<file path="src/sv/tng_pkg.sv">
// ----------------------------------------------------------------------------
// tng_pkg: shared types and constants of the torus neighbor generator
// Sizes, register map, hexagonal port codes, front state and queue control.
// ----------------------------------------------------------------------------
package tng_pkg;

  localparam int DEF_MAX_DIMS   = 4;
  localparam int DEF_INDEX_BITS = 16;

  localparam int RADIX_BITS    = 8;
  localparam int DIMS_BITS     = 3;
  localparam int PORT_BITS     = 3;
  localparam int DIV_STEPS     = RADIX_BITS / 2;
  localparam int QUEUE_DEPTH   = 2;
  localparam int CFG_ADDR_BITS = 4;
  localparam int CFG_DATA_BITS = 32;

  localparam logic [RADIX_BITS-1:0] RADIX_RST = 8'd4;
  localparam logic [DIMS_BITS-1:0]  DIMS_RST  = 3'd2;
  localparam logic                  HEX_RST   = 1'b0;

  localparam logic [1:0] REG_RADIX = 2'd0;
  localparam logic [1:0] REG_DIMS  = 2'd1;
  localparam logic [1:0] REG_HEX   = 2'd2;

  localparam logic [PORT_BITS-1:0] HP_POS_Y  = 3'd0;
  localparam logic [PORT_BITS-1:0] HP_NEG_Y  = 3'd1;
  localparam logic [PORT_BITS-1:0] HP_POS_X  = 3'd2;
  localparam logic [PORT_BITS-1:0] HP_NEG_X  = 3'd3;
  localparam logic [PORT_BITS-1:0] HP_POS_XY = 3'd4;
  localparam logic [PORT_BITS-1:0] HP_NEG_XY = 3'd5;
  localparam logic [PORT_BITS-1:0] HEX_LAST_PORT = HP_NEG_XY;

  typedef enum logic [1:0] {
    FS_IDLE,
    FS_WGT,
    FS_DIV,
    FS_PUSH
  } tng_fstate_t;

  typedef struct packed {
    logic hex;
    logic bad;
  } tng_ctl_t;

  function automatic int dim_slots(input int max_dims);
    return (max_dims < 2) ? 2 : max_dims;
  endfunction

  function automatic int port_cnt_bits(input int max_dims);
    int b;
    b = $clog2(2 * dim_slots(max_dims));
    return (b < PORT_BITS) ? PORT_BITS : b;
  endfunction

endpackage

</file>
<file path="src/sv/tng_if.sv">
// ----------------------------------------------------------------------------
// tng_if: valid/ready channels of the torus neighbor generator
// Node request channel and neighbor result channel.
// ----------------------------------------------------------------------------
interface tng_in_if #(
  parameter int INDEX_BITS = 16
);
  logic                  valid;
  logic                  ready;
  logic [INDEX_BITS-1:0] node_index;

  modport source (output valid, output node_index, input ready);
  modport sink   (input valid, input node_index, output ready);
endinterface

interface tng_out_if #(
  parameter int INDEX_BITS = 16
);
  logic                  valid;
  logic                  ready;
  logic [2:0]            port;
  logic [INDEX_BITS-1:0] neighbor_index;
  logic                  last;
  logic                  bad_index;

  modport source (output valid, output port, output neighbor_index, output last,
                  output bad_index, input ready);
  modport sink   (input valid, input port, input neighbor_index, input last,
                  input bad_index, output ready);
endinterface

</file>
<file path="src/sv/tng_front.sv">
// ----------------------------------------------------------------------------
// tng_front: node intake and digit classification
// Builds the place values of each dimension once per configuration, checks
// the node against the network size and extracts its digits two quotient
// bits per cycle, recording for each digit whether it is at the top or the
// bottom of its ring.
// ----------------------------------------------------------------------------
module tng_front
  import tng_pkg::*;
#(
  parameter int MAX_DIMS   = DEF_MAX_DIMS,
  parameter int INDEX_BITS = DEF_INDEX_BITS,
  localparam int D_SLOTS   = dim_slots(MAX_DIMS),
  localparam int PB        = port_cnt_bits(MAX_DIMS)
) (
  input  logic                               clk,
  input  logic                               rst_n,
  tng_in_if.sink                             in_ch,
  input  logic [RADIX_BITS-1:0]              radix,
  input  logic [DIMS_BITS-1:0]               dimensions,
  input  logic                               hex_mode,
  input  logic                               cfg_wr,
  output logic                               ent_valid,
  input  logic                               ent_ready,
  output logic [INDEX_BITS-1:0]              ent_node,
  output tng_ctl_t                           ent_ctl,
  output logic [PB-1:0]                      ent_lastp,
  output logic [D_SLOTS-1:0]                 ent_top,
  output logic [D_SLOTS-1:0]                 ent_zero,
  output logic [D_SLOTS-1:0][INDEX_BITS-1:0] w_o,
  output logic [D_SLOTS-1:0][INDEX_BITS-1:0] rw_o
);

  localparam int IDXB = $clog2(D_SLOTS);
  localparam int NB   = $clog2(D_SLOTS + 1);
  localparam int CW   = INDEX_BITS + RADIX_BITS;
  localparam int SB   = $clog2(DIV_STEPS);

  tng_fstate_t state_r, state_nxt;

  logic [IDXB-1:0]                   idx_r;
  logic [SB-1:0]                     step_r;
  logic [INDEX_BITS-1:0]             node_r;
  logic [INDEX_BITS-1:0]             rem_r;
  logic [CW-1:0]                     dv_r;
  logic [RADIX_BITS-1:0]             digit_r;
  logic [NB-1:0]                     n_r;
  logic                              hex_r;
  logic                              bad_r;
  logic [PB-1:0]                     lastp_r;
  logic                              wok_r;
  logic [D_SLOTS-1:0][INDEX_BITS-1:0] w_r;
  logic [D_SLOTS-1:0][INDEX_BITS-1:0] rw_r;
  logic [D_SLOTS-1:0]                ovf_r;
  logic [INDEX_BITS-1:0]             total_r;
  logic                              tovf_r;
  logic [D_SLOTS-1:0]                top_r;
  logic [D_SLOTS-1:0]                zero_r;

  logic                  in_ready;
  logic                  accept;
  logic [NB-1:0]         n_cfg;
  logic [PB-1:0]         lastp_cfg;
  logic                  bad_in;
  logic [INDEX_BITS-1:0] w_cur;
  logic [CW-1:0]         prod;
  logic [INDEX_BITS-1:0] prod_low;
  logic                  povf;
  logic                  wlast;
  logic                  bad_w;
  logic [CW-1:0]         dsrc;
  logic [CW-1:0]         d2;
  logic [CW-1:0]         d3;
  logic [CW-1:0]         remx;
  logic [CW-1:0]         dsel;
  logic [1:0]            qbits;
  logic [RADIX_BITS-1:0] digit_new;
  logic                  dlast;

  always_comb begin
    if (hex_mode) begin
      n_cfg = NB'(2);
    end else if (dimensions == '0) begin
      n_cfg = NB'(1);
    end else if (int'(dimensions) > MAX_DIMS) begin
      n_cfg = NB'(MAX_DIMS);
    end else begin
      n_cfg = NB'(dimensions);
    end
    if (hex_mode) begin
      lastp_cfg = PB'(HEX_LAST_PORT);
    end else begin
      lastp_cfg = PB'({n_cfg, 1'b0} - (NB + 1)'(1));
    end
  end

  assign bad_in = (radix == '0) || (!tovf_r && (in_ch.node_index >= total_r));

  assign w_cur    = w_r[idx_r];
  assign prod     = CW'(w_cur) * CW'(radix);
  assign prod_low = prod[INDEX_BITS-1:0];
  assign povf     = ovf_r[idx_r] | (|prod[CW-1:INDEX_BITS]);
  assign wlast    = (idx_r == IDXB'(n_r - NB'(1)));
  assign bad_w    = (radix == '0) || (!povf && (node_r >= prod_low));

  always_comb begin
    dsrc  = (step_r == '0) ? (CW'(w_cur) << (RADIX_BITS - 2)) : dv_r;
    d2    = dsrc << 1;
    d3    = dsrc + d2;
    remx  = CW'(rem_r);
    if (ovf_r[idx_r]) begin
      qbits = 2'd0;
      dsel  = '0;
    end else if (remx >= d3) begin
      qbits = 2'd3;
      dsel  = d3;
    end else if (remx >= d2) begin
      qbits = 2'd2;
      dsel  = d2;
    end else if (remx >= dsrc) begin
      qbits = 2'd1;
      dsel  = dsrc;
    end else begin
      qbits = 2'd0;
      dsel  = '0;
    end
    digit_new = {digit_r[RADIX_BITS-3:0], qbits};
    dlast     = (step_r == SB'(DIV_STEPS - 1));
  end

  assign accept = in_ch.valid && in_ready;

  always_comb begin
    state_nxt = state_r;
    in_ready  = 1'b0;
    ent_valid = 1'b0;
    unique case (state_r)
      FS_IDLE: begin
        in_ready = 1'b1;
        if (in_ch.valid) begin
          state_nxt = !wok_r ? FS_WGT : (bad_in ? FS_PUSH : FS_DIV);
        end
      end
      FS_WGT: begin
        if (wlast) begin
          state_nxt = bad_w ? FS_PUSH : FS_DIV;
        end
      end
      FS_DIV: begin
        if (dlast && (idx_r == '0)) begin
          state_nxt = FS_PUSH;
        end
      end
      FS_PUSH: begin
        ent_valid = 1'b1;
        if (ent_ready) begin
          in_ready = 1'b1;
          if (in_ch.valid) begin
            state_nxt = !wok_r ? FS_WGT : (bad_in ? FS_PUSH : FS_DIV);
          end else begin
            state_nxt = FS_IDLE;
          end
        end
      end
      default: state_nxt = FS_IDLE;
    endcase
  end

  always_ff @(posedge clk) begin
    if (!rst_n) begin
      state_r <= FS_IDLE;
      wok_r   <= 1'b0;
    end else begin
      state_r <= state_nxt;
      if (cfg_wr) begin
        wok_r <= 1'b0;
      end else if ((state_r == FS_WGT) && wlast) begin
        wok_r <= 1'b1;
      end
    end
  end

  always_ff @(posedge clk) begin
    if (accept) begin
      node_r  <= in_ch.node_index;
      rem_r   <= in_ch.node_index;
      hex_r   <= hex_mode;
      n_r     <= n_cfg;
      lastp_r <= lastp_cfg;
      step_r  <= '0;
      if (wok_r) begin
        bad_r <= bad_in;
        idx_r <= IDXB'(n_cfg - NB'(1));
      end else begin
        idx_r    <= '0;
        w_r[0]   <= INDEX_BITS'(1);
        ovf_r[0] <= 1'b0;
      end
    end else if (state_r == FS_WGT) begin
      rw_r[idx_r] <= prod_low - w_cur;
      if (wlast) begin
        total_r <= prod_low;
        tovf_r  <= povf;
        bad_r   <= bad_w;
        idx_r   <= IDXB'(n_r - NB'(1));
      end else begin
        w_r[idx_r + IDXB'(1)]   <= prod_low;
        ovf_r[idx_r + IDXB'(1)] <= povf;
        idx_r                   <= idx_r + IDXB'(1);
      end
    end else if (state_r == FS_DIV) begin
      rem_r   <= INDEX_BITS'(remx - dsel);
      dv_r    <= dsrc >> 2;
      digit_r <= digit_new;
      step_r  <= step_r + SB'(1);
      if (dlast) begin
        top_r[idx_r]  <= (digit_new == (radix - RADIX_BITS'(1)));
        zero_r[idx_r] <= (digit_new == '0);
        if (idx_r != '0) begin
          idx_r <= idx_r - IDXB'(1);
        end
      end
    end
  end

  assign in_ch.ready = in_ready;
  assign ent_node    = node_r;
  assign ent_ctl     = '{hex: hex_r, bad: bad_r};
  assign ent_lastp   = lastp_r;
  assign ent_top     = top_r;
  assign ent_zero    = zero_r;
  assign w_o         = w_r;
  assign rw_o        = rw_r;

endmodule

</file>
<file path="src/sv/tng_fifo.sv">
// ----------------------------------------------------------------------------
// tng_fifo: short queue between the front and the back
// Holds classified nodes so that digit extraction and result output stall
// independently.
// ----------------------------------------------------------------------------
module tng_fifo
  import tng_pkg::*;
#(
  parameter int WIDTH = 8
) (
  input  logic             clk,
  input  logic             rst_n,
  input  logic             push_valid,
  output logic             push_ready,
  input  logic [WIDTH-1:0] push_data,
  output logic             pop_valid,
  input  logic             pop_ready,
  output logic [WIDTH-1:0] pop_data
);

  localparam int PTRB = (QUEUE_DEPTH < 2) ? 1 : $clog2(QUEUE_DEPTH);
  localparam int CNTB = $clog2(QUEUE_DEPTH + 1);

  logic [WIDTH-1:0] mem_r [QUEUE_DEPTH];
  logic [PTRB-1:0]  wp_r;
  logic [PTRB-1:0]  rp_r;
  logic [CNTB-1:0]  cnt_r;
  logic             do_push;
  logic             do_pop;

  assign push_ready = (cnt_r != CNTB'(QUEUE_DEPTH));
  assign pop_valid  = (cnt_r != '0);
  assign do_push    = push_valid && push_ready;
  assign do_pop     = pop_valid && pop_ready;
  assign pop_data   = mem_r[rp_r];

  always_ff @(posedge clk) begin
    if (!rst_n) begin
      wp_r  <= '0;
      rp_r  <= '0;
      cnt_r <= '0;
    end else begin
      if (do_push) begin
        wp_r <= (wp_r == PTRB'(QUEUE_DEPTH - 1)) ? '0 : wp_r + PTRB'(1);
      end
      if (do_pop) begin
        rp_r <= (rp_r == PTRB'(QUEUE_DEPTH - 1)) ? '0 : rp_r + PTRB'(1);
      end
      if (do_push && !do_pop) begin
        cnt_r <= cnt_r + CNTB'(1);
      end else if (do_pop && !do_push) begin
        cnt_r <= cnt_r - CNTB'(1);
      end
    end
  end

  always_ff @(posedge clk) begin
    if (do_push) begin
      mem_r[wp_r] <= push_data;
    end
  end

endmodule

</file>
<file path="src/sv/tng_back.sv">
// ----------------------------------------------------------------------------
// tng_back: neighbor result generation
// Walks the ports of the node at the head of the queue, one result per cycle
// while out_ch accepts, adding each port's signed place-value step to the node.
// ----------------------------------------------------------------------------
module tng_back
  import tng_pkg::*;
#(
  parameter int MAX_DIMS   = DEF_MAX_DIMS,
  parameter int INDEX_BITS = DEF_INDEX_BITS,
  localparam int D_SLOTS   = dim_slots(MAX_DIMS),
  localparam int PB        = port_cnt_bits(MAX_DIMS)
) (
  input  logic                               clk,
  input  logic                               rst_n,
  input  logic                               ent_valid,
  output logic                               ent_ready,
  input  logic [INDEX_BITS-1:0]              ent_node,
  input  tng_ctl_t                           ent_ctl,
  input  logic [PB-1:0]                      ent_lastp,
  input  logic [D_SLOTS-1:0]                 ent_top,
  input  logic [D_SLOTS-1:0]                 ent_zero,
  input  logic [D_SLOTS-1:0][INDEX_BITS-1:0] w_i,
  input  logic [D_SLOTS-1:0][INDEX_BITS-1:0] rw_i,
  tng_out_if.source                          out_ch
);

  localparam int IDXB = $clog2(D_SLOTS);

  logic [PB-1:0]          p_r;
  logic                   ov_r;
  logic [PORT_BITS-1:0]   port_r;
  logic [INDEX_BITS-1:0]  nb_r;
  logic                   last_r;
  logic                   bad_r;

  logic [IDXB-1:0]        dj;
  logic [INDEX_BITS-1:0]  up_j;
  logic [INDEX_BITS-1:0]  dn_j;
  logic [INDEX_BITS-1:0]  up_x;
  logic [INDEX_BITS-1:0]  dn_x;
  logic [INDEX_BITS-1:0]  up_y;
  logic [INDEX_BITS-1:0]  dn_y;
  logic [INDEX_BITS-1:0]  hex_delta;
  logic [INDEX_BITS-1:0]  delta;
  logic                   adv;
  logic                   is_last;

  assign dj   = p_r[IDXB:1];
  assign up_j = ent_top[dj]  ? (INDEX_BITS'(0) - rw_i[dj]) : w_i[dj];
  assign dn_j = ent_zero[dj] ? rw_i[dj] : (INDEX_BITS'(0) - w_i[dj]);
  assign up_x = ent_top[0]   ? (INDEX_BITS'(0) - rw_i[0]) : w_i[0];
  assign dn_x = ent_zero[0]  ? rw_i[0] : (INDEX_BITS'(0) - w_i[0]);
  assign up_y = ent_top[1]   ? (INDEX_BITS'(0) - rw_i[1]) : w_i[1];
  assign dn_y = ent_zero[1]  ? rw_i[1] : (INDEX_BITS'(0) - w_i[1]);

  always_comb begin
    unique case (PORT_BITS'(p_r))
      HP_POS_Y:  hex_delta = up_y;
      HP_NEG_Y:  hex_delta = dn_y;
      HP_POS_X:  hex_delta = up_x;
      HP_NEG_X:  hex_delta = dn_x;
      HP_POS_XY: hex_delta = up_x + up_y;
      HP_NEG_XY: hex_delta = dn_x + dn_y;
      default:   hex_delta = '0;
    endcase
    if (ent_ctl.hex) begin
      delta = hex_delta;
    end else begin
      delta = p_r[0] ? dn_j : up_j;
    end
  end

  assign adv       = ent_valid && (!ov_r || out_ch.ready);
  assign is_last   = ent_ctl.bad || (p_r == ent_lastp);
  assign ent_ready = adv && is_last;

  always_ff @(posedge clk) begin
    if (!rst_n) begin
      p_r  <= '0;
      ov_r <= 1'b0;
    end else begin
      if (adv) begin
        p_r  <= is_last ? '0 : p_r + PB'(1);
        ov_r <= 1'b1;
      end else if (out_ch.ready) begin
        ov_r <= 1'b0;
      end
    end
  end

  always_ff @(posedge clk) begin
    if (adv) begin
      port_r <= ent_ctl.bad ? '0 : PORT_BITS'(p_r);
      nb_r   <= ent_ctl.bad ? '0 : ent_node + delta;
      last_r <= is_last;
      bad_r  <= ent_ctl.bad;
    end
  end

  assign out_ch.valid          = ov_r;
  assign out_ch.port           = port_r;
  assign out_ch.neighbor_index = nb_r;
  assign out_ch.last           = last_r;
  assign out_ch.bad_index      = bad_r;

endmodule

</file>
<file path="src/sv/torus_neighbor_generator_top.sv">
// ----------------------------------------------------------------------------
// torus_neighbor_generator_top: neighbor list of one node of a k-ary n-cube
//
// Channel  Role    Payload                                   Transfer when
// in_ch    sink    node_index                                valid && ready
// out_ch   source  port, neighbor_index, last, bad_index     valid && ready
// APB      slave   radix, dimensions, hex_mode               psel && penable && pwrite
//
// The front extracts the digits of a node inside the network with a divider
// that retires two quotient bits per cycle; a node outside the network skips
// the divider. After reset or any register write, the first node waits while
// the place values are rebuilt. The back emits one result per cycle while the
// output channel accepts: 2*n for n dimensions, or six in hexagonal mode, per
// node, or a single result for a node outside the network.
// Reset clears all control state; there is no clearing pass.
// A two-entry queue between front and back lets either side stall alone.
// ----------------------------------------------------------------------------
module torus_neighbor_generator_top
  import tng_pkg::*;
#(
  parameter int MAX_DIMS   = DEF_MAX_DIMS,
  parameter int INDEX_BITS = DEF_INDEX_BITS
) (
  input  logic                     clk,
  input  logic                     rst_n,
  tng_in_if.sink                   in_ch,
  tng_out_if.source                out_ch,
  input  logic                     psel,
  input  logic                     penable,
  input  logic                     pwrite,
  input  logic [CFG_ADDR_BITS-1:0] paddr,
  input  logic [CFG_DATA_BITS-1:0] pwdata,
  output logic [CFG_DATA_BITS-1:0] prdata,
  output logic                     pready
);

  localparam int D_SLOTS = dim_slots(MAX_DIMS);
  localparam int PB      = port_cnt_bits(MAX_DIMS);
  localparam int EW      = $bits(tng_ctl_t) + PB + 2 * D_SLOTS + INDEX_BITS;

  logic [RADIX_BITS-1:0] radix_r;
  logic [DIMS_BITS-1:0]  dims_r;
  logic                  hex_r;
  logic                  cfg_wr;
  logic [1:0]            reg_idx;

  logic                               f_valid;
  logic                               f_ready;
  logic [INDEX_BITS-1:0]              f_node;
  tng_ctl_t                           f_ctl;
  logic [PB-1:0]                      f_lastp;
  logic [D_SLOTS-1:0]                 f_top;
  logic [D_SLOTS-1:0]                 f_zero;
  logic [D_SLOTS-1:0][INDEX_BITS-1:0] w;
  logic [D_SLOTS-1:0][INDEX_BITS-1:0] rw;

  logic                               b_valid;
  logic                               b_ready;
  logic [INDEX_BITS-1:0]              b_node;
  tng_ctl_t                           b_ctl;
  logic [PB-1:0]                      b_lastp;
  logic [D_SLOTS-1:0]                 b_top;
  logic [D_SLOTS-1:0]                 b_zero;

  logic [EW-1:0] q_in;
  logic [EW-1:0] q_out;

  assign pready  = 1'b1;
  assign cfg_wr  = psel && penable && pwrite;
  assign reg_idx = paddr[3:2];

  always_ff @(posedge clk) begin
    if (!rst_n) begin
      radix_r <= RADIX_RST;
      dims_r  <= DIMS_RST;
      hex_r   <= HEX_RST;
    end else if (cfg_wr) begin
      unique case (reg_idx)
        REG_RADIX: radix_r <= pwdata[RADIX_BITS-1:0];
        REG_DIMS:  dims_r  <= pwdata[DIMS_BITS-1:0];
        REG_HEX:   hex_r   <= pwdata[0];
        default: ;
      endcase
    end
  end

  always_comb begin
    unique case (reg_idx)
      REG_RADIX: prdata = CFG_DATA_BITS'(radix_r);
      REG_DIMS:  prdata = CFG_DATA_BITS'(dims_r);
      REG_HEX:   prdata = CFG_DATA_BITS'(hex_r);
      default:   prdata = '0;
    endcase
  end

  tng_front #(
    .MAX_DIMS   (MAX_DIMS),
    .INDEX_BITS (INDEX_BITS)
  ) u_front (
    .clk        (clk),
    .rst_n      (rst_n),
    .in_ch      (in_ch),
    .radix      (radix_r),
    .dimensions (dims_r),
    .hex_mode   (hex_r),
    .cfg_wr     (cfg_wr),
    .ent_valid  (f_valid),
    .ent_ready  (f_ready),
    .ent_node   (f_node),
    .ent_ctl    (f_ctl),
    .ent_lastp  (f_lastp),
    .ent_top    (f_top),
    .ent_zero   (f_zero),
    .w_o        (w),
    .rw_o       (rw)
  );

  assign q_in = {f_ctl, f_lastp, f_top, f_zero, f_node};

  tng_fifo #(
    .WIDTH (EW)
  ) u_fifo (
    .clk        (clk),
    .rst_n      (rst_n),
    .push_valid (f_valid),
    .push_ready (f_ready),
    .push_data  (q_in),
    .pop_valid  (b_valid),
    .pop_ready  (b_ready),
    .pop_data   (q_out)
  );

  assign {b_ctl, b_lastp, b_top, b_zero, b_node} = q_out;

  tng_back #(
    .MAX_DIMS   (MAX_DIMS),
    .INDEX_BITS (INDEX_BITS)
  ) u_back (
    .clk       (clk),
    .rst_n     (rst_n),
    .ent_valid (b_valid),
    .ent_ready (b_ready),
    .ent_node  (b_node),
    .ent_ctl   (b_ctl),
    .ent_lastp (b_lastp),
    .ent_top   (b_top),
    .ent_zero  (b_zero),
    .w_i       (w),
    .rw_i      (rw),
    .out_ch    (out_ch)
  );

endmodule

</file>
<file path="src/flat_wrapper.sv">
// flat-port wrapper written by rule: the top's interface ports become plain ports
module torus_neighbor_generator_top_flat import tng_pkg::*;
#(
  parameter int MAX_DIMS   = DEF_MAX_DIMS,
  parameter int INDEX_BITS = DEF_INDEX_BITS
)
  (clk, rst_n, psel, penable, pwrite, paddr, pwdata, prdata, pready, in_ch_valid, in_ch_node_index, in_ch_ready, out_ch_valid, out_ch_port, out_ch_neighbor_index, out_ch_last, out_ch_bad_index, out_ch_ready);
  tng_in_if #(.INDEX_BITS(INDEX_BITS)) in_ch_i ();
  tng_out_if #(.INDEX_BITS(INDEX_BITS)) out_ch_i ();
  input  logic clk;
  input  logic rst_n;
  input  logic psel;
  input  logic penable;
  input  logic pwrite;
  input  logic [CFG_ADDR_BITS-1:0] paddr;
  input  logic [CFG_DATA_BITS-1:0] pwdata;
  output logic [CFG_DATA_BITS-1:0] prdata;
  output logic pready;
  input wire logic [$bits(in_ch_i.valid)-1:0] in_ch_valid;
  input wire logic [$bits(in_ch_i.node_index)-1:0] in_ch_node_index;
  output wire logic [$bits(in_ch_i.ready)-1:0] in_ch_ready;
  output wire logic [$bits(out_ch_i.valid)-1:0] out_ch_valid;
  output wire logic [$bits(out_ch_i.port)-1:0] out_ch_port;
  output wire logic [$bits(out_ch_i.neighbor_index)-1:0] out_ch_neighbor_index;
  output wire logic [$bits(out_ch_i.last)-1:0] out_ch_last;
  output wire logic [$bits(out_ch_i.bad_index)-1:0] out_ch_bad_index;
  input wire logic [$bits(out_ch_i.ready)-1:0] out_ch_ready;
  assign in_ch_i.valid = in_ch_valid;
  assign in_ch_i.node_index = in_ch_node_index;
  assign in_ch_ready = in_ch_i.ready;
  assign out_ch_valid = out_ch_i.valid;
  assign out_ch_port = out_ch_i.port;
  assign out_ch_neighbor_index = out_ch_i.neighbor_index;
  assign out_ch_last = out_ch_i.last;
  assign out_ch_bad_index = out_ch_i.bad_index;
  assign out_ch_i.ready = out_ch_ready;
  torus_neighbor_generator_top #(.MAX_DIMS(MAX_DIMS), .INDEX_BITS(INDEX_BITS)) u_core (.clk(clk), .rst_n(rst_n), .in_ch(in_ch_i), .out_ch(out_ch_i), .psel(psel), .penable(penable), .pwrite(pwrite), .paddr(paddr), .pwdata(pwdata), .prdata(prdata), .pready(pready));
endmodule
</file>
<file path="config.mk">
export PLATFORM = sky130hd
export DESIGN_NAME = torus_neighbor_generator_top_flat
export DESIGN_NICKNAME = d
export VERILOG_FILES = /design/src/sv/tng_pkg.sv /design/src/sv/tng_if.sv /design/src/sv/tng_front.sv /design/src/sv/tng_fifo.sv /design/src/sv/tng_back.sv /design/src/sv/torus_neighbor_generator_top.sv /design/src/flat_wrapper.sv
export SDC_FILE = /design/constraint.sdc
export NUM_CORES = 1
export LEC_CHECK = 0
export BUFFER_PORTS_ARGS = -buffer_cell sky130_fd_sc_hd__buf_4
export CELL_PAD_IN_SITES_DETAIL_PLACEMENT = 1
export CELL_PAD_IN_SITES_GLOBAL_PLACEMENT = 2
export CORE_ASPECT_RATIO = 0.8
export CORE_MARGIN = 2
export CORE_UTILIZATION = 42
export CTS_CLUSTER_SIZE = 24
export DETAILED_ROUTE_END_ITERATION = 10
export PLACE_DENSITY_LB_ADDON = 0.1
export SYNTH_ARGS = -nofsm -noshare
export SYNTH_HDL_FRONTEND = slang
export SYNTH_HIERARCHICAL = 1
export SYNTH_SLANG_ARGS = --single-unit
</file>
<file path="constraint.sdc">
create_clock -name clk -period 8.95 [get_ports clk]
set_clock_uncertainty 0.05 [all_clocks]
set_input_delay 2.685 -clock clk [delete_from_list [all_inputs] [get_ports clk]]
set_output_delay 2.685 -clock clk [all_outputs]
set_load 0.02 [all_outputs]
</file>
# Yosys cells after proc, flatten, opt, wreduce, memory -nomap -nowiden
# Memories as Yosys holds them, arrays and structs flattened. A register that Yosys moved wholly into a read port is not among the register bits.
# Cells that the tools add are included.
# word_totals
mem_count	1
mem_bits_rw	58
reg_bits	270
# mem_list
memory	words	width	rd	rd_clocked_by_memory_dff	wr	line_no	text
u_core.u_fifo.mem_r	2	29	1	1	1	tng_fifo.sv:24	logic [WIDTH-1:0] mem_r [QUEUE_DEPTH];
# classes
order_cmp	11
addsub	24
n_mux	92
n_reduce_logical	58
eq_ne	23
n_mul	1
bitwise	5
# op_table
operator	count
two-way mux 16 bit	24
bitwise mux 64 bit	2
binary-select mux 16 bit (select 2 bit)	3
one-hot mux 16 bit (6 select lines)	1
subtractor 1 x 16 -> 16 bit, first input constant	6
demux 16 bit (select 2 bit)	2
adder 16 bit	3
two-way mux 2 bit	21
greater-or-equal comparator 16 bit	2
subtractor 16 bit	2
two-way mux 1 bit	26
adder 22 x 23 -> 24 bit	1
greater-or-equal comparator 16 x 24 -> 1 bit	1
multiplier 16 x 8 -> 24 bit	1
one-hot mux 8 bit (3 select lines)	1
greater-or-equal comparator 16 x 23 -> 1 bit	1
greater-or-equal comparator 16 x 22 -> 1 bit	1
two-way mux 22 bit	1
!= test 2 bit, second input constant	9
AND reduction 3 bit	6
logical NOT 8 bit	2
logical AND 1 bit	15
nonzero test 2 bit	7
bitwise mux 4 bit	3
33 further kinds	73

# Logic depth before layout (Yosys ltp)
# Gate-level depths: netlist of run 1.
# depth
depth_word	12
mapped_depth	40
mapped_depth_nobuf	38

# Cells and area by module
# Netlist of run 1, hierarchy kept.
# by_module_without_submodules
mod	n_inst	cells_per_inst	area_each_um2	seq_area_each_um2
tng_front	1	1651	17748.3	6796.5
tng_back	1	927	7211.9	710.7
tng_fifo	1	114	2331.0	1841.8
torus_neighbor_generator_top	1	95	809.5	240.2

# Worst setup path after synthesis of run 1
# OpenSTA, ideal clock, no wires.
# synth_path
path_type	reg-to-reg
start	register u_core.u_front.step_r[0]
end	register u_core.u_front.rem_r[15] (data pin)
setup_ps	260
setup_slack_ps	1366
path_stages_with_launch	39
period_less_slack_ps	7584
arrival_time_ps	7274
path_cell_list	dfxtp_1 -> inv_1 -> ha_1 -> clkbuf_1 -> buf_1 -> nor2b_1 -> ha_1 -> inv_1 -> fa_1 -> nor2b_1 -> o31a_1 -> o211ai_2 -> a211oi_1 -> o21a_1 -> or3_1 -> nand2_1 -> ha_1 -> nor2_1 -> (+3 left out) -> o2111ai_1 -> nor3_1 -> nand4_1 -> buf_4 -> buf_4 -> o211ai_1 -> o211ai_1 -> ha_1 -> nor2b_1 -> o21a_1 -> o21ai_0 -> a211oi_1 -> nor2_1 -> a21oi_1 -> a41o_1 -> o41a_1 -> xnor3_1 -> mux2_4
# synth_via
elab_chain_cells	11
elab_cells_between_ends	14
classes_between	add/sub: 2; order compare: 3; mux: 8; reduce/logical: 1
# synth_rtl
element	line_no	text
from (decl)	tng_front.sv:42	logic [SB-1:0] step_r;
from (signal assigned)	tng_front.sv:215	step_r <= step_r + SB'(1);
logical NOT 2 bit (*)	tng_front.sv:107	dsrc = (step_r == '0) ? (CW'(w_cur) << (RADIX_BITS - 2)) : dv_r;
two-way mux 22 bit (*)	tng_front.sv:107	
parallel branches: the longest is 3 deep, another holds adder 22 x 23 -> 24 bit	--	
two-way mux 16 bit (*)	tng_front.sv:114	end else if (remx >= d3) begin
two-way mux 16 bit (*)	tng_front.sv:111	if (ovf_r[idx_r]) begin
subtractor 16 bit (*)	tng_front.sv:212	rem_r <= INDEX_BITS'(remx - dsel);
two-way mux 16 bit (*)	tng_front.sv:211	end else if (state_r == FS_DIV) begin
two-way mux 16 bit (*)	tng_front.sv:199	end else if (state_r == FS_WGT) begin
two-way mux 16 bit (*)	tng_front.sv:184	if (accept) begin
to (signal assigned)	tng_front.sv:186	rem_r <= in_ch.node_index;
to (signal assigned)	tng_front.sv:212	
to (decl)	tng_front.sv:44	logic [INDEX_BITS-1:0] rem_r;
# Mark *: on every way between the ends. The select of a mux whose other input is x is not followed.
# A chain may end at the register's enable or synchronous reset.

# Worst setup path after layout of run 1
# layout_path
start	register u_core.u_front.step_r[0]
end	register u_core.u_front.rem_r[15] (data pin)
# layout_via
elab_chain_cells	11
elab_cells_between_ends	14
classes_between	add/sub: 2; order compare: 3; mux: 8; reduce/logical: 1
# layout_rtl
element	line_no	text
logical NOT 2 bit (*)	tng_front.sv:107	
two-way mux 22 bit (*)	tng_front.sv:107	
via u_core.u_front.dsrc[8]	tng_front.sv:71	logic [CW-1:0] dsrc;
parallel branches: the longest is 3 deep, another holds adder 22 x 23 -> 24 bit	--	
two-way mux 16 bit (*)	tng_front.sv:114	
two-way mux 16 bit (*)	tng_front.sv:111	
subtractor 16 bit (*)	tng_front.sv:212	
two-way mux 16 bit (*)	tng_front.sv:211	
two-way mux 16 bit (*)	tng_front.sv:199	
two-way mux 16 bit (*)	tng_front.sv:184	
# Mark *: on every way through the listed nets, which the timed path passes. The select of a mux whose other input is x is not followed.

==> summary.md, run 1 <==
| Metric | Value |
|---|---|
| HP Start | u_core/u_front/ent_top[0] |
| Pre-antenna DRT Iters | 9 |
| RSZ-0062 raised after global routing | no |
| Flops & latches, synth | 328 |
| Most common cell after layout, fill and taps aside | edfxtp_1 |
| Setup slack, reg-to-reg | 0.73 ns |
| Synth Area in XOR/XNOR | 5.66% |
| Simple-Gate Fraction of Synth Area | 14.4% |
| Pin count of the biggest net entering global routing | 41 |
| Cell variety after synth | 104 |
| Starting density of the core | 42.6% |
| GP Congestion | 0.915 |
| Total gr overflow | 0 |
| Vias in the first global route | 22000 |
| Worst Hold Class | reg2reg |
| WS Path Type | reg2reg |
| Synth Area in Compound Gates | 13.3% |
| Die ar. | 69000 sq um |
| Pwr Density | 388 nW/um^2 |
| Final Critical Period | 8.22 ns |
| CTS tree | yes |
| CP max stage cell | or4_1 |
| Hold path cells | 0 |
| Worst slew pin tran | 1.35 ns |
| Ys Warns | 6 |
| Fillers | 7318 |
| Clock buffer depth | 3 |
| CP Max Fanout | 16 |
| Clk_lat worst skew | 0.58 ns |
| Design area | 30700 sq um |
| Core footprint | 66000 sq um |
| CTS Buf Count | 37 |
| Family with the most delay on the worst path | compound AO/OA/AOI/OAI gates |
| WP buf/inv | 3 |
| Sequential area share after synthesis | 34.1% |
| NumNets Final | 3234 |
| Via count | 21500 |
| Synthesized area per cell | 10.1 sq um |
| Worst path max stage delay | 0.52 ns |
| Final setup viols | 0 |
| Worst R2R End | u_core/u_front/rem_r[15] |
| Worst EP arrival | 8.50 ns |
| Area after DPL | 29400 sq um |
| Number of flops mapped to enable cells by yosys | 302 |
| R2R Path Start | u_core/u_front/step_r[0] |
| Synth area leaders | edfxtp_1 32%, ha_1 11%, fa_1 6.4% |
| First-pass GRT wire length | 133000 um |
| Most used cell, CP | ha_1 |
| CP required | 9.24 ns |
| Clk root buf | clkbuf_16 |
| Max Cap Viol | 0 |
| First DRT Iteration DRCs | 1181 |
| Residual DRC count | 0 |
| Slew margin rel. | 10.1% |
| Share of cells above drive strength 1 | 11.8% |
| Synthesis-to-finish area growth | 9.27% |
| Avg WL per Cell | 23.4 um |
| Area of the multi-input gates | 17000 sq um |
| Routed wire length | 87200 um |
| Largest family of logic cells by synthesized area | adder cells |
| Cell Area, Synth | 28100 sq um |
| Via/cell ratio | 5.77 |
| Synth top area share | 32.3% |
| Setup crit end kind | flip-flop |
| FF-to-FF path depth | 32 |
| H-tree Lvls | 2 |
| Mux cell area share after synthesis | 9.10% |
| Slew Limit Fails | 0 |
| N_diodes | 0 |
| Detail Route Antenna Nets | 0 |
| Die Width | 293 um |
| Post-synth top area cell | edfxtp_1 |
| Initial antenna violation count | 1 |
| Fin crit share | 91.8% |
| Io pins | 115 |
| Most frequent cells in the layout | 302 x edfxtp_1, 256 x inv_1, 251 x ha_1, 232 x nand2_1, 194 x nor2_1 |
| TNS Setup | 0 ns |
| Reg clk slew, reported paths | 0.06 ns |
| Async SR Flop Fraction | 0% |
| Setup crit start kind | flip-flop |
| Max frequency | 122 MHz |
| Buffers on Ports | 63 |
| DP Wirelength | 69900 um |
| CTS Sinks | 328 |
| Register Area | 9590 sq um |
| Die span in y | 235 um |
| Hold Path Sink | u_core/u_fifo/mem_r[0][20] |
| Final Hold Fails | 0 |
| Status | finished clean |
| Synthesized-area fraction occupied by adder cells | 17.6% |
| Top_reg_cell synth | edfxtp_1 |
| Total GRT Usage | 25.0% |
| Syn Inst Count | 2787 |
| VDD IR max | 0.000303 V |
| Leak | 12.5 nW |
| Site row count | 84 |
==> worst max path at each step <==
stage          depth (start not counted)                        to  slack, ns                startpoint
2_1_floorplan                         38  u_core/u_front/rem_r[15]       1.37  u_core/u_front/step_r[0]
3_3_place_gp                          31  u_core/u_front/rem_r[15]       0.63   u_core/u_front/idx_r[1]
3_5_place_dp                          33  u_core/u_front/rem_r[14]       0.44   u_core/u_front/idx_r[1]
4_1_cts                               33  u_core/u_front/rem_r[14]       0.47   u_core/u_front/idx_r[1]
5_1_grt                               35  u_core/u_front/rem_r[15]       0.06  u_core/u_front/step_r[0]
6_report                              32  u_core/u_front/rem_r[15]       0.73  u_core/u_front/step_r[0]
==> report_power, final <==
part | leakage [nW] | switching, mW | total, mW | internal (mW)
registers | 3.00 | 0.307 | 2.78 | 2.47
clock network | 0.589 | 0.649 | 1.53 | 0.883
logic | 8.88 | 4.81 | 7.61 | 2.79
total | 12.5 | 5.77 | 11.9 | 6.15
==> synthesized netlist by cell type (all sizes together), types with 18 or more instances <==
cell type,number
a21o,52
nor2b,33
xor2,80
mux4,50
o21ai,120
nand2,233
xnor2,99
mux2,71
o21a,19
or3,20
nor2,195
nand2b,26
nor3,61
ha,251
clkbuf,59
and2,107
inv,259
a22oi,25
mux2i,62
edfxtp,302
o22ai,18
a21oi,139
nand3,39
buf,63
fa,90
nor4,34
o211ai,22
dfxtp,26
==> final cells by class <==
class | count | area share, %
inverter | 261 | 3.19
clock inverter | 23 | 0.799
clock buffer | 44 | 3.20
timing repair buffer | 107 | 2.70
multi-input combinational | 2099 | 55.4
tap | 860 | 3.50
sequential | 328 | 31.2
==> per-stage QoR <==
| stage | setup WS (ns) | total power [mW] | util [%] | hold slack (ns) | instances |
|---|---|---|---|---|---|
| final | 0.734 | 11.9 | 46.5 | 0.411 | 3722 |
| after global placement | 0.625 | 10.0 | 44.6 | 0.386 | 3652 |
| after detailed placement | 0.445 | 10.3 | 44.6 | 0.393 | 3652 |
| after floorplan | 1.37 | 7.86 | - | 0.371 | 2810 |
| after global routing | 0.0576 | 12.8 | 46.5 | 0.418 | 3722 |
| after CTS | 0.470 | 11.9 | 46.4 | 0.413 | 3719 |
==> cells by family after synthesis <==
family / count (synthesis)
flops: 328
mux: 183
compound gates: 550
other cells: 3
buf+inv: 383
xor+xnor: 180
fa+ha+maj: 341
simple gates: 819
==> flip-flops by register name, summed over array words and instances, names as in the netlist, 6 cells and up, named ones only <==
| register | count |
|---|---|
| u_core/u_fifo/mem_r | 58 |
| u_core/u_front/total_r | 16 |
| u_core/u_front/rw_o | 64 |
| u_core/radix_r | 8 |
| u_core/u_front/ent_node | 16 |
| u_core/u_front/digit_r | 6 |
| u_core/u_back/out_ch.neighbor_index | 16 |
| u_core/u_front/dv_r | 20 |
| u_core/u_front/w_o | 64 |
| u_core/u_front/rem_r | 16 |
==> layer usage <==
| layer | global-route usage, % | part of all wire [%] |
|---|---|---|
| met5 | 0 | 0 |
| met4 | 5.66 | 1.9 |
| met3 | 2.62 | 4.2 |
| met2 | 39.8 | 45 |
| met1 | 36.6 | 48 |
==> timing repair <==
action / in CTS / in global routing
buffers inserted: 0 / 3
hold buffers: 0 / 0
gates resized for setup: 0 / 2
endpoints found under the setup margin: 0 / 4
No activity file was read; power rests on OpenSTA's default activity.
==> inputs of run 2 (changes only) <==
- CORE_ASPECT_RATIO: 0.8 -> 0.9
- CTS_CLUSTER_DIAMETER: not set -> 100
==> run 2 against run 1 <==
Power is 4.0% lower. Non-clock buffer count is 15 higher. Clock-buffer cell count is 16 lower. Final cell count is 0.24% lower. Critical path depth stayed put. Register-to-register slack worse by 0.11 ns. Critical path type unchanged. Largest power group unchanged.
==> summary.md, run 2 (synthesized netlist as in run 1, its figures left out) <==
| Metric | Value |
|---|---|
| CTS Buf Count | 21 (-43%) |
| Status | finished clean |
| Post-CTS sizing | 0 (unchanged) |
| TNS Setup | 0 ns (unchanged) |
| Routed wire length | 88000 um (+0.97%) |
| Max Cap Viol | 0 (unchanged) |
| Initial antenna violation count | 1 (unchanged) |
| Fin crit share | 93.0% (+1.2 points) |
| DP Wirelength | 70700 um (+1.2%) |
| Clk root buf | clkbuf_16 |
| Total GRT Usage | 25.1% (+0.062 points) |
| Most frequent cells in the layout | 302 x edfxtp_1, 256 x inv_1, 251 x ha_1, 232 x nand2_1, 194 x nor2_1 |
| Leak | 12.3 nW (-1.4%) |
| Most common cell after layout, fill and taps aside | edfxtp_1 |
| First-pass GRT wire length | 134000 um (+0.78%) |
| NumNets Final | 3233 (-0.031%) |
| Slew margin rel. | 22.6% (+13 points) |
| Clk_lat worst skew | 0.59 ns (about the same) |
| Reg clk slew, reported paths | 0.10 ns (+0.04 ns) |
| Vias in the first global route | 22200 (+0.90%) |
| Via/cell ratio | 5.77 (about the same) |
| Final Hold Fails | 0 (unchanged) |
| Max frequency | 120 MHz (-1.3%) |
| Synthesis-to-finish area growth | 7.76% |
| GP Congestion | 0.966 (+5.5%) |
| Pin count of the biggest net entering global routing | 53 (+29%) |
| Hold Buf Count CTS | 0 (unchanged) |
| Setup crit end kind | flip-flop |
| Final Critical Period | 8.33 ns (+0.111 ns) |
| Setup crit start kind | flip-flop |
| RSZ-0062 raised after global routing | no |
| Design area | 30300 sq um (-1.4%) |
| Site row count | 89 (+6.0%) |
| Avg WL per Cell | 23.7 um (+1.2%) |
| Worst Hold Class | reg2reg |
| Worst slew pin tran | 1.16 ns (-0.187 ns) |
| Core footprint | 65900 sq um (-0.12%) |
| Setup repair bufs after CTS | 0 (unchanged) |
| Total gr overflow | 0 (unchanged) |
| VDD IR max | 0.000362 V (+19%) |
| Starting density of the core | 42.6% (+0.052 points) |
| Residual DRC count | 0 (unchanged) |
| Worst path max stage delay | 0.63 ns (+0.11 ns) |
| Die Width | 277 um (-5.6%) |
| Area after DPL | 29500 sq um (+0.30%) |
| Die span in y | 249 um (+6.0%) |
| Clock buffer depth | 3 (unchanged) |
| Pre-antenna DRT Iters | 5 (-4) |
| Die ar. | 69000 sq um (about the same) |
| CP required | 9.24 ns (about the same) |
| CP max stage cell | mux4_2 |
| Share of cells above drive strength 1 | 11.6% (-0.15 points) |
| CTS Sinks | 328 (unchanged) |
| Pwr Density | 378 nW/um^2 (-2.7%) |
| DP Cell Count | 3667 (+0.41%) |
| Worst EP arrival | 8.62 ns (+0.12 ns) |
| CTS tree | yes |
| Buffers on Ports | 63 (unchanged) |
| WS Path Type | reg2reg |
| First DRT Iteration DRCs | 1281 (+8.5%) |
| Final setup viols | 0 (unchanged) |
| Io pins | 115 (unchanged) |
| H-tree Lvls | 1 (-1) |
| Slew Limit Fails | 0 (unchanged) |
| Layout Cells excl Fill | 3713 (-0.24%) |
| Detail Route Antenna Nets | 0 (unchanged) |
| CP Max Fanout | 14 (-2) |
| Via count | 21400 (-0.20%) |
run 2: cell count changes in the layout (fill, tap and decap cells not counted), moves of 3 or more:
cell and change:
clkbuf_16 -17, inv_6 +3, clkinv_1 -9, inv_16 +3, bufinv_16 -3, buf_4 +16
run 2: layout make-up:
class	count	area, sq um
Clock inverter	10	119
Inverter	261	980
Antenna cell	1	2.50
Fill cell	7364	35600
Multi-Input combinational cell	2099	17000
Timing Repair Buffer	122	928
Sequential cell	328	9590
Tap cell	864	1080
Clock buffer	28	582
run 2: path summary, 6_finish.rpt:
kind | slack, ns | depth (start not counted) | startpoint | end
setup / recovery | 0.62 | 32 | u_core/u_front/idx_r[0] | u_core/u_front/rem_r[15]
hold / removal | 0.40 | 0 | u_core/u_front/ent_top[1] | u_core/u_fifo/mem_r[0][21]
setup reg to reg | 0.62 | 32 | u_core/u_front/idx_r[0] | u_core/u_front/rem_r[15]
hold reg to reg | 0.40 | 0 | u_core/u_front/ent_top[1] | u_core/u_fifo/mem_r[0][21]
run 2: power breakdown:
part / switching (mW) / leakage [nW] / internal, mW / total [mW]
Combinational: 4.80 / 8.95 / 2.81 / 7.61
Clock: 0.592 / 0.348 / 0.488 / 1.08
Sequential: 0.286 / 3.00 / 2.47 / 2.75
Total: 5.68 / 12.3 / 5.76 / 11.4
run 2: through the flow:
stage	worst slack, ns	utilization (%)	hold WS (ns)	total power [mW]
after floorplan	1.37	-	0.371	7.86
after global placement	0.460	44.8	0.381	9.99
after detailed placement	0.252	44.8	0.383	10.3
after CTS	0.227	45.8	0.396	11.4
after global routing	0.113	45.9	0.400	12.3
final	0.623	45.9	0.399	11.4
run 2: critical path, delay by kind of cell, from the launching register on:
family / cells / cell delay [ns]
AOI/OAI and AO/OA: 12 / 2.30
and+or+nand+nor: 8 / 1.64
muxes: 4 / 1.55
adders and majority gates: 3 / 1.01
buffers and inverters: 4 / 0.73
DFF: 1 / 0.44
xor gates and xnor gates: 1 / 0.33
run 2: per-layer routing:
| metal | share of wire (%) | up-vias | GRT usage (%) | wire (um) |
|---|---|---|---|---|
| li1 | - | 10000 | - | - |
| met1 | 46 | 10900 | 34.4 | 40500 |
| met2 | 47 | 417 | 42.7 | 41800 |
| met3 | 3.4 | 101 | 1.86 | 3010 |
| met4 | 3.1 | 0 | 7.00 | 2690 |
| met5 | 0 | - | 0 | 0 |
